## config.mk

```make
export PLATFORM = sky130hd
export DESIGN_NAME = glyph_column_text_renderer_flat
export DESIGN_NICKNAME = d
export VERILOG_FILES = /design/src/rtl/grt_pkg.sv /design/src/rtl/grt_if.sv /design/src/rtl/grt_font_rom.sv /design/src/rtl/glyph_column_text_renderer.sv /design/src/flat_wrapper.sv
export SDC_FILE = /design/constraint.sdc
export NUM_CORES = 1
export LEC_CHECK = 0
export BUFFER_PORTS_ARGS = -buffer_cell sky130_fd_sc_hd__buf_2
export CAP_MARGIN = 20
export CORE_MARGIN = 3
export CORE_UTILIZATION = 45
export CTS_BUF_LIST = sky130_fd_sc_hd__clkbuf_4
export CTS_CLUSTER_SIZE = 40
export DETAILED_ROUTE_END_ITERATION = 7
export SETUP_SLACK_MARGIN = 0.4
export SLEW_MARGIN = 25
export SYNTH_ARGS = -nofsm -noshare
export SYNTH_HDL_FRONTEND = slang
export SYNTH_SLANG_ARGS = --single-unit
```

## constraint.sdc

```tcl
create_clock -name clk -period 11.7 [get_ports clk]
set_clock_uncertainty 0.2 [all_clocks]
set_input_delay 2.34 -clock clk [delete_from_list [all_inputs] [get_ports clk]]
set_output_delay 2.34 -clock clk [all_outputs]
set_load 0.03 [all_outputs]
```

## src/rtl/grt_pkg.sv

```systemverilog
// Shared constants, font table, decimal weight table and state type for the glyph renderer.
package grt_pkg;

  // Font geometry
  localparam int FONT_COUNT  = 91;
  localparam int GLYPH_WIDTH = 5;
  localparam int FONT_BYTES  = FONT_COUNT * GLYPH_WIDTH;
  localparam int ROM_AW      = $clog2(FONT_BYTES);
  localparam int DEC_DIGITS  = 5;
  localparam int DEC_VALUES  = 10;

  localparam logic [7:0] FONT_FIRST = 8'd32;
  localparam logic [7:0] FONT_LAST  = 8'd122;
  localparam logic [7:0] CHAR_ZERO  = 8'h30;
  localparam logic [7:0] BLANK_COL  = 8'h00;
  localparam logic [2:0] COL_LAST   = 3'(GLYPH_WIDTH);
  localparam logic [2:0] POS_LAST   = 3'(DEC_DIGITS - 1);

  typedef enum logic [1:0] {
    ST_IDLE,
    ST_DIGIT,
    ST_GLYPH
  } grt_state_t;

  // Multiples k * 10^(4-pos) for k = 0..9, one row per decimal position
  localparam logic [16:0] DEC_MULT [DEC_DIGITS][DEC_VALUES] = '{
    '{17'd0, 17'd10000, 17'd20000, 17'd30000, 17'd40000,
      17'd50000, 17'd60000, 17'd70000, 17'd80000, 17'd90000},
    '{17'd0, 17'd1000, 17'd2000, 17'd3000, 17'd4000,
      17'd5000, 17'd6000, 17'd7000, 17'd8000, 17'd9000},
    '{17'd0, 17'd100, 17'd200, 17'd300, 17'd400,
      17'd500, 17'd600, 17'd700, 17'd800, 17'd900},
    '{17'd0, 17'd10, 17'd20, 17'd30, 17'd40,
      17'd50, 17'd60, 17'd70, 17'd80, 17'd90},
    '{17'd0, 17'd1, 17'd2, 17'd3, 17'd4,
      17'd5, 17'd6, 17'd7, 17'd8, 17'd9}
  };

  // 5x8 font, five column bytes per code from 32 up, bit 0 is the top pixel
  localparam logic [7:0] FONT_ROM [FONT_BYTES] = '{
    8'h00, 8'h00, 8'h00, 8'h00, 8'h00,  8'h00, 8'h00, 8'h2f, 8'h00, 8'h00,
    8'h00, 8'h07, 8'h00, 8'h07, 8'h00,  8'h14, 8'h7f, 8'h14, 8'h7f, 8'h14,
    8'h24, 8'h2a, 8'h7f, 8'h2a, 8'h12,  8'h62, 8'h64, 8'h08, 8'h13, 8'h23,
    8'h36, 8'h49, 8'h55, 8'h22, 8'h50,  8'h00, 8'h05, 8'h03, 8'h00, 8'h00,
    8'h00, 8'h1c, 8'h22, 8'h41, 8'h00,  8'h00, 8'h41, 8'h22, 8'h1c, 8'h00,
    8'h14, 8'h08, 8'h3E, 8'h08, 8'h14,  8'h08, 8'h08, 8'h3E, 8'h08, 8'h08,
    8'h00, 8'h00, 8'hA0, 8'h60, 8'h00,  8'h08, 8'h08, 8'h08, 8'h08, 8'h08,
    8'h00, 8'h60, 8'h60, 8'h00, 8'h00,  8'h20, 8'h10, 8'h08, 8'h04, 8'h02,
    8'h3E, 8'h51, 8'h49, 8'h45, 8'h3E,  8'h00, 8'h42, 8'h7F, 8'h40, 8'h00,
    8'h42, 8'h61, 8'h51, 8'h49, 8'h46,  8'h21, 8'h41, 8'h45, 8'h4B, 8'h31,
    8'h18, 8'h14, 8'h12, 8'h7F, 8'h10,  8'h27, 8'h45, 8'h45, 8'h45, 8'h39,
    8'h3C, 8'h4A, 8'h49, 8'h49, 8'h30,  8'h01, 8'h71, 8'h09, 8'h05, 8'h03,
    8'h36, 8'h49, 8'h49, 8'h49, 8'h36,  8'h06, 8'h49, 8'h49, 8'h29, 8'h1E,
    8'h00, 8'h36, 8'h36, 8'h00, 8'h00,  8'h00, 8'h56, 8'h36, 8'h00, 8'h00,
    8'h08, 8'h14, 8'h22, 8'h41, 8'h00,  8'h14, 8'h14, 8'h14, 8'h14, 8'h14,
    8'h00, 8'h41, 8'h22, 8'h14, 8'h08,  8'h02, 8'h01, 8'h51, 8'h09, 8'h06,
    8'h32, 8'h49, 8'h59, 8'h51, 8'h3E,  8'h7C, 8'h12, 8'h11, 8'h12, 8'h7C,
    8'h7F, 8'h49, 8'h49, 8'h49, 8'h36,  8'h3E, 8'h41, 8'h41, 8'h41, 8'h22,
    8'h7F, 8'h41, 8'h41, 8'h22, 8'h1C,  8'h7F, 8'h49, 8'h49, 8'h49, 8'h41,
    8'h7F, 8'h09, 8'h09, 8'h09, 8'h01,  8'h3E, 8'h41, 8'h49, 8'h49, 8'h7A,
    8'h7F, 8'h08, 8'h08, 8'h08, 8'h7F,  8'h00, 8'h41, 8'h7F, 8'h41, 8'h00,
    8'h20, 8'h40, 8'h41, 8'h3F, 8'h01,  8'h7F, 8'h08, 8'h14, 8'h22, 8'h41,
    8'h7F, 8'h40, 8'h40, 8'h40, 8'h40,  8'h7F, 8'h02, 8'h0C, 8'h02, 8'h7F,
    8'h7F, 8'h04, 8'h08, 8'h10, 8'h7F,  8'h3E, 8'h41, 8'h41, 8'h41, 8'h3E,
    8'h7F, 8'h09, 8'h09, 8'h09, 8'h06,  8'h3E, 8'h41, 8'h51, 8'h21, 8'h5E,
    8'h7F, 8'h09, 8'h19, 8'h29, 8'h46,  8'h46, 8'h49, 8'h49, 8'h49, 8'h31,
    8'h01, 8'h01, 8'h7F, 8'h01, 8'h01,  8'h3F, 8'h40, 8'h40, 8'h40, 8'h3F,
    8'h1F, 8'h20, 8'h40, 8'h20, 8'h1F,  8'h3F, 8'h40, 8'h38, 8'h40, 8'h3F,
    8'h63, 8'h14, 8'h08, 8'h14, 8'h63,  8'h07, 8'h08, 8'h70, 8'h08, 8'h07,
    8'h61, 8'h51, 8'h49, 8'h45, 8'h43,  8'h00, 8'h7F, 8'h41, 8'h41, 8'h00,
    8'h55, 8'h2A, 8'h55, 8'h2A, 8'h55,  8'h00, 8'h41, 8'h41, 8'h7F, 8'h00,
    8'h04, 8'h02, 8'h01, 8'h02, 8'h04,  8'h40, 8'h40, 8'h40, 8'h40, 8'h40,
    8'h00, 8'h01, 8'h02, 8'h04, 8'h00,  8'h20, 8'h54, 8'h54, 8'h54, 8'h78,
    8'h7F, 8'h48, 8'h44, 8'h44, 8'h38,  8'h38, 8'h44, 8'h44, 8'h44, 8'h20,
    8'h38, 8'h44, 8'h44, 8'h48, 8'h7F,  8'h38, 8'h54, 8'h54, 8'h54, 8'h18,
    8'h08, 8'h7E, 8'h09, 8'h01, 8'h02,  8'h18, 8'hA4, 8'hA4, 8'hA4, 8'h7C,
    8'h7F, 8'h08, 8'h04, 8'h04, 8'h78,  8'h00, 8'h44, 8'h7D, 8'h40, 8'h00,
    8'h40, 8'h80, 8'h84, 8'h7D, 8'h00,  8'h7F, 8'h10, 8'h28, 8'h44, 8'h00,
    8'h00, 8'h41, 8'h7F, 8'h40, 8'h00,  8'h7C, 8'h04, 8'h18, 8'h04, 8'h78,
    8'h7C, 8'h08, 8'h04, 8'h04, 8'h78,  8'h38, 8'h44, 8'h44, 8'h44, 8'h38,
    8'hFC, 8'h24, 8'h24, 8'h24, 8'h18,  8'h18, 8'h24, 8'h24, 8'h18, 8'hFC,
    8'h7C, 8'h08, 8'h04, 8'h04, 8'h08,  8'h48, 8'h54, 8'h54, 8'h54, 8'h20,
    8'h04, 8'h3F, 8'h44, 8'h40, 8'h20,  8'h3C, 8'h40, 8'h40, 8'h20, 8'h7C,
    8'h1C, 8'h20, 8'h40, 8'h20, 8'h1C,  8'h3C, 8'h40, 8'h30, 8'h40, 8'h3C,
    8'h44, 8'h28, 8'h10, 8'h28, 8'h44,  8'h1C, 8'hA0, 8'hA0, 8'hA0, 8'h7C,
    8'h44, 8'h64, 8'h54, 8'h4C, 8'h44
  };

endpackage

```

## src/rtl/grt_if.sv

```systemverilog
// Valid/ready channel interfaces for render requests and display columns.
interface grt_in_if;
  logic        valid;
  logic        ready;
  logic        func;
  logic [7:0]  char_code;
  logic [15:0] number;

  modport source (output valid, output func, output char_code, output number, input ready);
  modport sink   (input valid, input func, input char_code, input number, output ready);
endinterface

interface grt_out_if;
  logic       valid;
  logic       ready;
  logic [7:0] column_byte;
  logic       last;
  logic       unknown_char;

  modport source (output valid, output column_byte, output last, output unknown_char,
                  input ready);
  modport sink   (input valid, input column_byte, input last, input unknown_char,
                  output ready);
endinterface

```

## src/rtl/grt_font_rom.sv

```systemverilog
// Synchronous font ROM with one registered read port.
module grt_font_rom (
  input  logic                      clk,
  input  logic                      en,
  input  logic [grt_pkg::ROM_AW-1:0] addr,
  output logic [7:0]                data
);
  import grt_pkg::*;

  // Read on enable, hold the last word otherwise
  always_ff @(posedge clk) begin
    if (en) begin
      data <= FONT_ROM[addr];
    end
  end

endmodule

```

## src/rtl/glyph_column_text_renderer.sv

```systemverilog
// Top level: turns characters and decimal numbers into 6x8 glyph display columns.
//
//   channel | dir | transaction content
//   in_ch   | in  | func, char_code, number
//   out_ch  | out | column_byte, last, unknown_char (one display column)
//
// A character is accepted, then its six columns are issued. A number steps through
// its five decimal positions, skipping leading zeros, and issues six columns per
// printed digit. in_ch.ready is high only while the sequencer is idle.
// Each issued column reaches out_ch through the ROM stage and the output register.
// Reset clears the sequencer and pipeline valid flags; there is no clearing pass.
// A stall on out_ch with a column staged freezes the ROM read, the staging register and issue.
module glyph_column_text_renderer (
  input logic        clk,
  input logic        rst_n,
  grt_in_if.sink     in_ch,
  grt_out_if.source  out_ch
);
  import grt_pkg::*;

  grt_state_t        state_r, state_nxt;
  logic [7:0]        code_r;
  logic [15:0]       rem_r;
  logic [2:0]        pos_r;
  logic              started_r;
  logic              final_r;
  logic [2:0]        col_r;

  logic [9:1]        ge;
  logic [3:0]        digit;
  logic [16:0]       dec_sub;
  logic [15:0]       rem_nxt;
  logic              show_digit;

  logic              known;
  logic [6:0]        font_idx;
  logic [ROM_AW-1:0] rom_addr;
  logic [7:0]        rom_data;

  logic              in_fire;
  logic              adv_out;
  logic              adv1;
  logic              issue;
  logic              iss_blank;
  logic              iss_last;
  logic              iss_unknown;

  logic              s1_valid_r;
  logic              s1_blank_r;
  logic              s1_last_r;
  logic              s1_unknown_r;

  logic              out_valid_r;
  logic [7:0]        col_byte_r;
  logic              last_r;
  logic              unknown_r;

  // Pipeline advance: output register, then ROM stage
  assign adv_out = !out_valid_r || out_ch.ready;
  assign adv1    = !s1_valid_r || adv_out;
  assign in_fire = in_ch.valid && in_ch.ready;

  // Extract one decimal digit: compare the remainder against all multiples
  always_comb begin
    digit = '0;
    for (int k = 1; k < DEC_VALUES; k++) begin
      ge[k] = {1'b0, rem_r} >= DEC_MULT[pos_r][k];
      if (ge[k]) begin
        digit = 4'(k);
      end
    end
    dec_sub    = DEC_MULT[pos_r][digit];
    rem_nxt    = rem_r - dec_sub[15:0];
    show_digit = (digit != '0) || started_r || (pos_r == POS_LAST);
  end

  // Font address of the current column
  always_comb begin
    known    = (code_r >= FONT_FIRST) && (code_r <= FONT_LAST);
    font_idx = 7'(code_r - FONT_FIRST);
    if (known && (col_r != '0)) begin
      rom_addr = ROM_AW'({2'b00, font_idx} * 9'(GLYPH_WIDTH)) + ROM_AW'(col_r)
               - ROM_AW'(1);
    end else begin
      rom_addr = '0;
    end
  end

  // Next state
  always_comb begin
    state_nxt = state_r;
    unique case (state_r)
      ST_IDLE: begin
        if (in_ch.valid) begin
          state_nxt = in_ch.func ? ST_DIGIT : ST_GLYPH;
        end
      end
      ST_DIGIT: begin
        if (show_digit) begin
          state_nxt = ST_GLYPH;
        end
      end
      ST_GLYPH: begin
        if (adv1 && (col_r == COL_LAST)) begin
          state_nxt = final_r ? ST_IDLE : ST_DIGIT;
        end
      end
      default: state_nxt = ST_IDLE;
    endcase
  end

  // State outputs: request ready and column issue
  always_comb begin
    in_ch.ready = 1'b0;
    issue       = 1'b0;
    unique case (state_r)
      ST_IDLE:  in_ch.ready = 1'b1;
      ST_DIGIT: issue       = 1'b0;
      ST_GLYPH: issue       = adv1;
      default:  in_ch.ready = 1'b0;
    endcase
    iss_blank   = (col_r == '0) || !known;
    iss_unknown = !known;
    iss_last    = final_r && (col_r == COL_LAST);
  end

  // Control registers
  always_ff @(posedge clk) begin
    if (!rst_n) begin
      state_r     <= ST_IDLE;
      s1_valid_r  <= 1'b0;
      out_valid_r <= 1'b0;
    end else begin
      state_r <= state_nxt;
      if (adv1) begin
        s1_valid_r <= issue;
      end
      if (adv_out) begin
        out_valid_r <= s1_valid_r;
      end
    end
  end

  // Item context: load on accept, step digits, advance column
  always_ff @(posedge clk) begin
    if (in_fire) begin
      code_r    <= in_ch.char_code;
      rem_r     <= in_ch.number;
      pos_r     <= '0;
      started_r <= 1'b0;
      col_r     <= '0;
      final_r   <= !in_ch.func;
    end else if (state_r == ST_DIGIT) begin
      rem_r <= rem_nxt;
      pos_r <= pos_r + 3'd1;
      if (show_digit) begin
        code_r    <= CHAR_ZERO + {4'b0000, digit};
        started_r <= 1'b1;
        final_r   <= (pos_r == POS_LAST);
        col_r     <= '0;
      end
    end else if (issue) begin
      col_r <= col_r + 3'd1;
    end
  end

  grt_font_rom u_font_rom (
    .clk  (clk),
    .en   (adv1),
    .addr (rom_addr),
    .data (rom_data)
  );

  // ROM stage sideband and output register
  always_ff @(posedge clk) begin
    if (adv1) begin
      s1_blank_r   <= iss_blank;
      s1_last_r    <= iss_last;
      s1_unknown_r <= iss_unknown;
    end
    if (adv_out) begin
      col_byte_r <= s1_blank_r ? BLANK_COL : rom_data;
      last_r     <= s1_last_r;
      unknown_r  <= s1_unknown_r;
    end
  end

  assign out_ch.valid        = out_valid_r;
  assign out_ch.column_byte  = col_byte_r;
  assign out_ch.last         = last_r;
  assign out_ch.unknown_char = unknown_r;

`ifndef NO_ASSERTIONS
  // The final column of an item returns the sequencer to idle
  a_last_ends_item: assert property (@(posedge clk) disable iff (!rst_n)
    (issue && iss_last) |=> (state_r == ST_IDLE))
    else $error("last column issued without returning to idle");

  // The units digit is always printed
  a_units_printed: assert property (@(posedge clk) disable iff (!rst_n)
    ((state_r == ST_DIGIT) && (pos_r == POS_LAST)) |=> (state_r == ST_GLYPH))
    else $error("units digit skipped");

  // Unknown codes never read font data
  a_unknown_blank: assert property (@(posedge clk) disable iff (!rst_n)
    (s1_valid_r && s1_unknown_r) |-> s1_blank_r)
    else $error("unknown character column not blanked");

  // A stalled staged column is kept, not overwritten
  a_stage_hold: assert property (@(posedge clk) disable iff (!rst_n)
    (s1_valid_r && !adv1) |=> (s1_valid_r && $stable(s1_last_r) && $stable(rom_data)))
    else $error("staged column lost under stall");
`endif

endmodule

```

## src/flat_wrapper.sv

```systemverilog
// flat-port wrapper written by rule: the top's interface ports become plain ports
module glyph_column_text_renderer_flat import grt_pkg::*;
  (clk, rst_n, in_ch_valid, in_ch_func, in_ch_char_code, in_ch_number, in_ch_ready, out_ch_valid, out_ch_column_byte, out_ch_last, out_ch_unknown_char, out_ch_ready);
  grt_in_if in_ch_i ();
  grt_out_if out_ch_i ();
  input logic clk;
  input logic rst_n;
  input wire logic [$bits(in_ch_i.valid)-1:0] in_ch_valid;
  input wire logic [$bits(in_ch_i.func)-1:0] in_ch_func;
  input wire logic [$bits(in_ch_i.char_code)-1:0] in_ch_char_code;
  input wire logic [$bits(in_ch_i.number)-1:0] in_ch_number;
  output wire logic [$bits(in_ch_i.ready)-1:0] in_ch_ready;
  output wire logic [$bits(out_ch_i.valid)-1:0] out_ch_valid;
  output wire logic [$bits(out_ch_i.column_byte)-1:0] out_ch_column_byte;
  output wire logic [$bits(out_ch_i.last)-1:0] out_ch_last;
  output wire logic [$bits(out_ch_i.unknown_char)-1:0] out_ch_unknown_char;
  input wire logic [$bits(out_ch_i.ready)-1:0] out_ch_ready;
  assign in_ch_i.valid = in_ch_valid;
  assign in_ch_i.func = in_ch_func;
  assign in_ch_i.char_code = in_ch_char_code;
  assign in_ch_i.number = in_ch_number;
  assign in_ch_ready = in_ch_i.ready;
  assign out_ch_valid = out_ch_i.valid;
  assign out_ch_column_byte = out_ch_i.column_byte;
  assign out_ch_last = out_ch_i.last;
  assign out_ch_unknown_char = out_ch_i.unknown_char;
  assign out_ch_i.ready = out_ch_ready;
  glyph_column_text_renderer u_core (.clk(clk), .rst_n(rst_n), .in_ch(in_ch_i), .out_ch(out_ch_i));
endmodule
```

# == Word-level counts from Yosys, hierarchy flattened ==
# Memory sizes are Yosys's and may differ from the RTL's. A register that Yosys moved wholly into a read port is not among the register bits.
# Index checks and enable logic that the tools add are counted.
# totals
register_bits,49
romBits,5456
in_bits,29
out_inout_bits,12
wordCells,107
mem_count,2
# mem_list
memory,depth,word_bits,rd,rd_ports_with_merged_regs,write_ports,line,source
(no name shown),512,8,1,1,0,grt_font_rom.sv:13,data <= FONT_ROM[addr];
(no name shown),8,170,1,0,0,glyph_column_text_renderer.sv:67,"ge[k] = {1'b0, rem_r} >= DEC_MULT[pos_r][k];"
# classes
n_addsub,7
multipliers,1
n_lt_le_gt_ge,13
eq_ne,7
mux,34
bitwise,3
n_reduce_logical,25
# ops
operator,n
$mux W170,2
$ge A16 B17 Y1,9
$bmux W17 S4,1
$mux W16,4
$mux W8,3
$mux W3,7
$sub A16 B16 Y16,1
$mux W2,6
$not A9 Y10,1
$add A9 B3 Y9,1
$mul A7 B3 Y9 const B,1
$mux W9,1
$sub A9 B1 Y9 const B,1
$ge A8 B6 Y1 const B,1
$le A8 B7 Y1 const B,1
$mux W4,2
$add A6 B4 Y7 const A,1
$mux W1,7
$sub A7 B6 Y7 const B,1
$add A3 B1 Y3 const B,2
$eq A3 B3 Y1 const B,2
$pmux W2 S3,1
$reduce_and A2 Y1,3
$reduce_bool A2 Y1,3
16 further kinds,28

# == Depth between registers and ports, before layout ==
# logic_depth
ltp_word,21
ltp_mapped,27
mapped_depth_nobuf,25

# == Modules after synthesis ==
# Synthesis repeated with hierarchy kept, for this count alone.
# hier_totals
hier_cells,1401
area_unflattened_um2,10566.4
# modules_own_cells
module,instances,cells_per_inst,area_each_um2,seq_area_each_um2
glyph_column_text_renderer,1,775,6493.7,1361.3
grt_font_rom,1,626,4072.7,240.2

# == Worst setup path after synthesis ==
# Ideal clock, no wire load.
# synth_path
path_kind,register to register
start,reg u_core.pos_r[0]
end,"reg u_core.rem_r[15], data pin"
setup_time_ns,0.152
t_arrival_ns,5.663
t_required_ns,11.348
slack_ns,5.685
stages_incl_launch_ff,24
n_path_buf,1
synth_period_minus_slack_ns,6.015
cell_sequence,dfxtp_1 inv_1 ha_1 nor2b_1 inv_1 ha_1 a2111o_1 a2111oi_2 o211ai_2 a2111oi_2 nor3_2 buf_6 a21oi_1 a21oi_1 o311a_1 ha_1 or3_1 o211ai_1 a31oi_1 a21o_1 a21oi_1 o21ai_0 xnor3_1 o21ai_0
# synth_between
elab_chain_len,21
elab_cells_between_ends,29
classes_between,add/sub (1); order compare (9); mux (16); bitwise (2); memory (1)
# synth_lines
element,line,source
from (decl),glyph_column_text_renderer.sv:24,logic [2:0] pos_r;
from (signal assigned),glyph_column_text_renderer.sv:155,pos_r <= pos_r + 3'd1;
$not A3 Y4 (not written as such) *,"glyph_column_text_renderer.sv:67, glyph_column_text_renderer.sv:72",
$mem_v2 Z8 W170 *,n/a,
$mux W170 (not written as such) * (2 in a row),glyph_column_text_renderer.sv:67,
$ge A16 B17 Y1,glyph_column_text_renderer.sv:67,
$mux W1,glyph_column_text_renderer.sv:68,if (ge[k]) begin
$mux W2 (2 in a row),glyph_column_text_renderer.sv:68,
$mux W3 (4 in a row),glyph_column_text_renderer.sv:68,
$mux W4 (2 in a row),glyph_column_text_renderer.sv:68,
$not A4 Y5 (not written as such),glyph_column_text_renderer.sv:72,dec_sub = DEC_MULT[pos_r][digit];
$bmux W17 S4 *,glyph_column_text_renderer.sv:72,
$mux W16 (not written as such) * (2 in a row),glyph_column_text_renderer.sv:72,
$sub A16 B16 Y16 *,glyph_column_text_renderer.sv:73,rem_nxt = rem_r - dec_sub[15:0];
$mux W16 *,glyph_column_text_renderer.sv:153,end else if (state_r == ST_DIGIT) begin
$mux W16 *,glyph_column_text_renderer.sv:146,if (in_fire) begin
to (signal assigned),glyph_column_text_renderer.sv:148,rem_r <= in_ch.number;
to (signal assigned),glyph_column_text_renderer.sv:154,rem_r <= rem_nxt;
to (decl),glyph_column_text_renderer.sv:23,logic [15:0] rem_r;
# Every way passes the cells marked *; elsewhere a longest branch is shown, timed or not. The select of a mux whose other input is x is not followed.
# A chain may end at the register's enable or synchronous reset.

# == Worst setup path after layout ==
# layout_path
start,reg u_core.pos_r[2]
end,"reg u_core.rem_r[15], data pin"
# The elaborated chain is that of the path after synthesis.

==> results.json <==
{
  "cp_max_fo": 23,
  "post_cts_buffers": 0,
  "setup_violations": 0,
  "r2r_slack_ns": 4.19,
  "grt_max_degree": 65,
  "r2r_cells": 22,
  "io_pins": 41,
  "path_clk_slew_ns": 0.12,
  "critPathSlowestCell": "dfxtp_1",
  "synth.avg_cell_area_um2": 7.47,
  "drive_gt1_share_pct": 9.07,
  "cp-end-kind": "register",
  "synthTopCellsByCount": "150 x nand2_1, 141 x ha_1, 130 x a21oi_1",
  "yosysSeqAreaShare_pct": 14.7,
  "ys_ff_latch": 57,
  "crit_type": "reg2reg",
  "dp_hpwl_um": 30700,
  "die_x_um": 162,
  "fp.dieArea_um2": 26100,
  "finalWirelength_um": 43900,
  "fmax_mhz": 133,
  "grt_usage_pct": 32.6,
  "post-route-period-util_pct": 64.2,
  "cap_viol_max_count": 0,
  "r2r_start": "u_core.pos_r[2]$_SDFFE_PP0P_",
  "grt_pass1_wl_um": 67600,
  "die_h_um": 162,
  "clk_latency_ns": 0.43,
  "vias_per_cell": 7.06,
  "dr.pass1.iters": 8,
  "drt_drc_violations_left": 0,
  "grt_antenna_before_repair": 2,
  "synth_edf_count": 46,
  "outcome": "complete, no violations",
  "cts-root-buf": "clkbuf_4",
  "yosysMostFrequentCell": "nand2_1",
  "initial_core_util_pct": 46.1,
  "fin_hold_ws_ns": 0.233,
  "worstPathRequired_ns": 11.77,
  "rsz0062_at_grt": "false",
  "synthTopCellsByArea": "ha_1 16%, edfxtp_1 13%, a21oi_1 6.0%",
  "yosysWarnings": 0,
  "grt_overflow": 0,
  "tightest_slew_ns": 1.03,
  "synth_area_leader_cell": "ha_1",
  "cts-htree-levels": 3,
  "synth_cells": 1458,
  "min-delay-start": "u_core.s1_last_r$_DFFE_PP_",
  "syn_nets": 1636,
  "yosys.area.top_type_share_pct": 16.2,
  "cts_buffers": 9,
  "synthDistinctLibCells": 94,
  "cpMostUsedCell": "ha_1",
  "row_count": 56,
  "crit_buf_inv": 2,
  "vias": 12400,
  "n_fill_cell": 2420,
  "crit_family": "compound AO/OA/AOI/OAI gates",
  "hold_depth": 0,
  "crit_chain": "clkinv_1 -> ha_1 -> inv_1 -> ha_1 -> nor3_1 -> a211oi_2 -> a211oi_2 -> or2_2 -> o211ai_2 -> or3_1 -> a211oi_1 -> a21oi_1 -> o311a_1 -> ha_1 -> or3_1 -> o211ai_1 -> a31oi_1 -> a21o_1 -> a21oi_1 -> o21ai_0 -> xnor3_1 -> o21ai_0",
  "fin_nets": 1607,
  "ant_nets": 0,
  "area_growth_pct": 4.60,
  "slew_headroom_pct": 31.0,
  "holdPathEnd": "u_core.out_ch.last$_DFFE_PP_",
  "wire_per_inst_um": 25.0,
  "async_flop_share_pct": 0,
  "ys.flop_type": "edfxtp_1",
  "cts-resized-gates": 0,
  "gp_congestion": 1.09,
  "cp-start-kind": "register",
  "hold_viol_final": 0,
  "cts.sinks": 57,
  "mappedNetlistArea_um2": 10900,
  "cts_tree": "yes",
  "slew_violations": 0,
  "io_buffers": 40,
  "critical_path_arrival_ns": 7.58,
  "ctsHoldBuffers": 0,
  "finalSetupTns_ns": 0,
  "drt_iter0_drc": 2138,
  "cts.path.max_buffers": 2,
  "grt_pass1_vias": 11600,
  "coreArea_um2": 23600,
  "holdCritPathClass": "reg2reg",
  "slowest_delay_ns": 0.92,
  "fin_crit_ns": 7.51,
  "worstReg2RegEnd": "u_core.rem_r[15]$_DFFE_PP_"
}
[per-stage QoR]
| stage | instance area [um^2] | util [%] | worst slack [ns] | std cells |
|---|---|---|---|---|
| 2_1_floorplan | 10900 | - | 5.68 | 1458 |
| 3_3_place_gp | 11200 | 47.5 | 4.40 | 1737 |
| 3_5_place_dp | 11200 | 47.5 | 4.30 | 1737 |
| 4_1_cts | 11400 | 48.2 | 4.25 | 1753 |
| 5_1_grt | 11400 | 48.2 | 3.68 | 1754 |
| 6_report | 11400 | 48.2 | 4.19 | 1754 |
[worst reg2reg max path: cells and delay by family, from the launching register on]
family	cells	cell delay, ns
compound gates	12	2.52
xor+xnor	1	0.34
fa+ha+maj	3	0.96
buf+inv	2	0.89
flops	1	0.92
simple gates	4	1.55
[flip-flops by register name (all words and copies together) (netlist names), 2 cells and up]
register,count
u_core.code_r,8
u_core.col_r,3
u_core.out_ch.column_byte,8
u_core.pos_r,3
u_core.rem_r,16
u_core.state_r,2
u_core.u_font_rom.data,8
[final cells by class]
class                      count  area [um^2]  area share, %
clock buffer                  10         75.1          0.659
antenna                        1         2.50         0.0220
clock inverter                 6         83.8          0.736
timing repair buffer          67          403           3.54
tap                          319          399           3.50
sequential                    57         1600           14.1
multi-input combinational   1230         8590           75.4
inverter                      64          240           2.11
[worst max-delay path by stage]
stage                     cells after the start                    endpoint                         start  slack, ns
after floorplan                              23  u_core.rem_r[15]$_DFFE_PP_  u_core.pos_r[0]$_SDFFE_PP0P_       5.68
after global placement                       22  u_core.rem_r[15]$_DFFE_PP_  u_core.pos_r[2]$_SDFFE_PP0P_       4.40
after detailed placement                     22  u_core.rem_r[15]$_DFFE_PP_  u_core.pos_r[2]$_SDFFE_PP0P_       4.30
after CTS                                    22  u_core.rem_r[15]$_DFFE_PP_  u_core.pos_r[2]$_SDFFE_PP0P_       4.25
after global routing                         22  u_core.rem_r[15]$_DFFE_PP_  u_core.pos_r[2]$_SDFFE_PP0P_       3.68
final                                        22  u_core.rem_r[15]$_DFFE_PP_  u_core.pos_r[2]$_SDFFE_PP0P_       4.19
[cell usage in the layout (no fill, tap or decap), types with 14 or more instances in the layout]
master / netlist / routed
a211oi_1: 40 / 40
a21o_1: 20 / 20
a21oi_1: 130 / 130
a31oi_1: 42 / 42
and3_1: 16 / 16
buf_2: 32 / 40
buf_4: 6 / 27
edfxtp_1: 46 / 46
ha_1: 141 / 141
inv_1: 58 / 58
mux2i_1: 24 / 24
nand2_1: 150 / 150
nand2b_1: 19 / 19
nand3_1: 47 / 46
nand4_1: 19 / 19
nor2_1: 90 / 89
nor2b_1: 17 / 16
nor3_1: 41 / 41
nor4_1: 15 / 15
o211ai_1: 33 / 33
o21ai_0: 88 / 88
o221ai_1: 14 / 14
o22ai_1: 17 / 17
o31ai_1: 17 / 17
[cells by family (layout without fill, tap and decap cells)]
| group | Yosys count | in the layout | synth area share [%] |
|---|---|---|---|
| XOR/XNOR | 20 | 20 | 1.73 |
| other | 0 | 1 | 0 |
| AND/OR/NAND/NOR | 474 | 474 | 21.5 |
| flip-flops | 57 | 57 | 14.7 |
| AO/OA/AOI/OAI | 557 | 557 | 34.7 |
| multiplexers | 30 | 30 | 2.83 |
| buffers and inverters | 171 | 147 | 6.81 |
| adder cells (fa/ha/maj) | 149 | 149 | 17.7 |
[routing by layer]
layer / vias up / share of wire, % / wire (um) / track usage (%)
met5: - / 0 / 0 / 0
met4: 0 / 6.8 / 2990 / 17.2
met3: 257 / 10 / 4600 / 6.72
met2: 906 / 44 / 19500 / 51.8
met1: 5669 / 38 / 16800 / 41.7
li1: 5558 / - / - / -
Power is left out: the tool's default activity adds up to more than one toggle a clock period on the data nets, which glitch-free logic cannot reach.
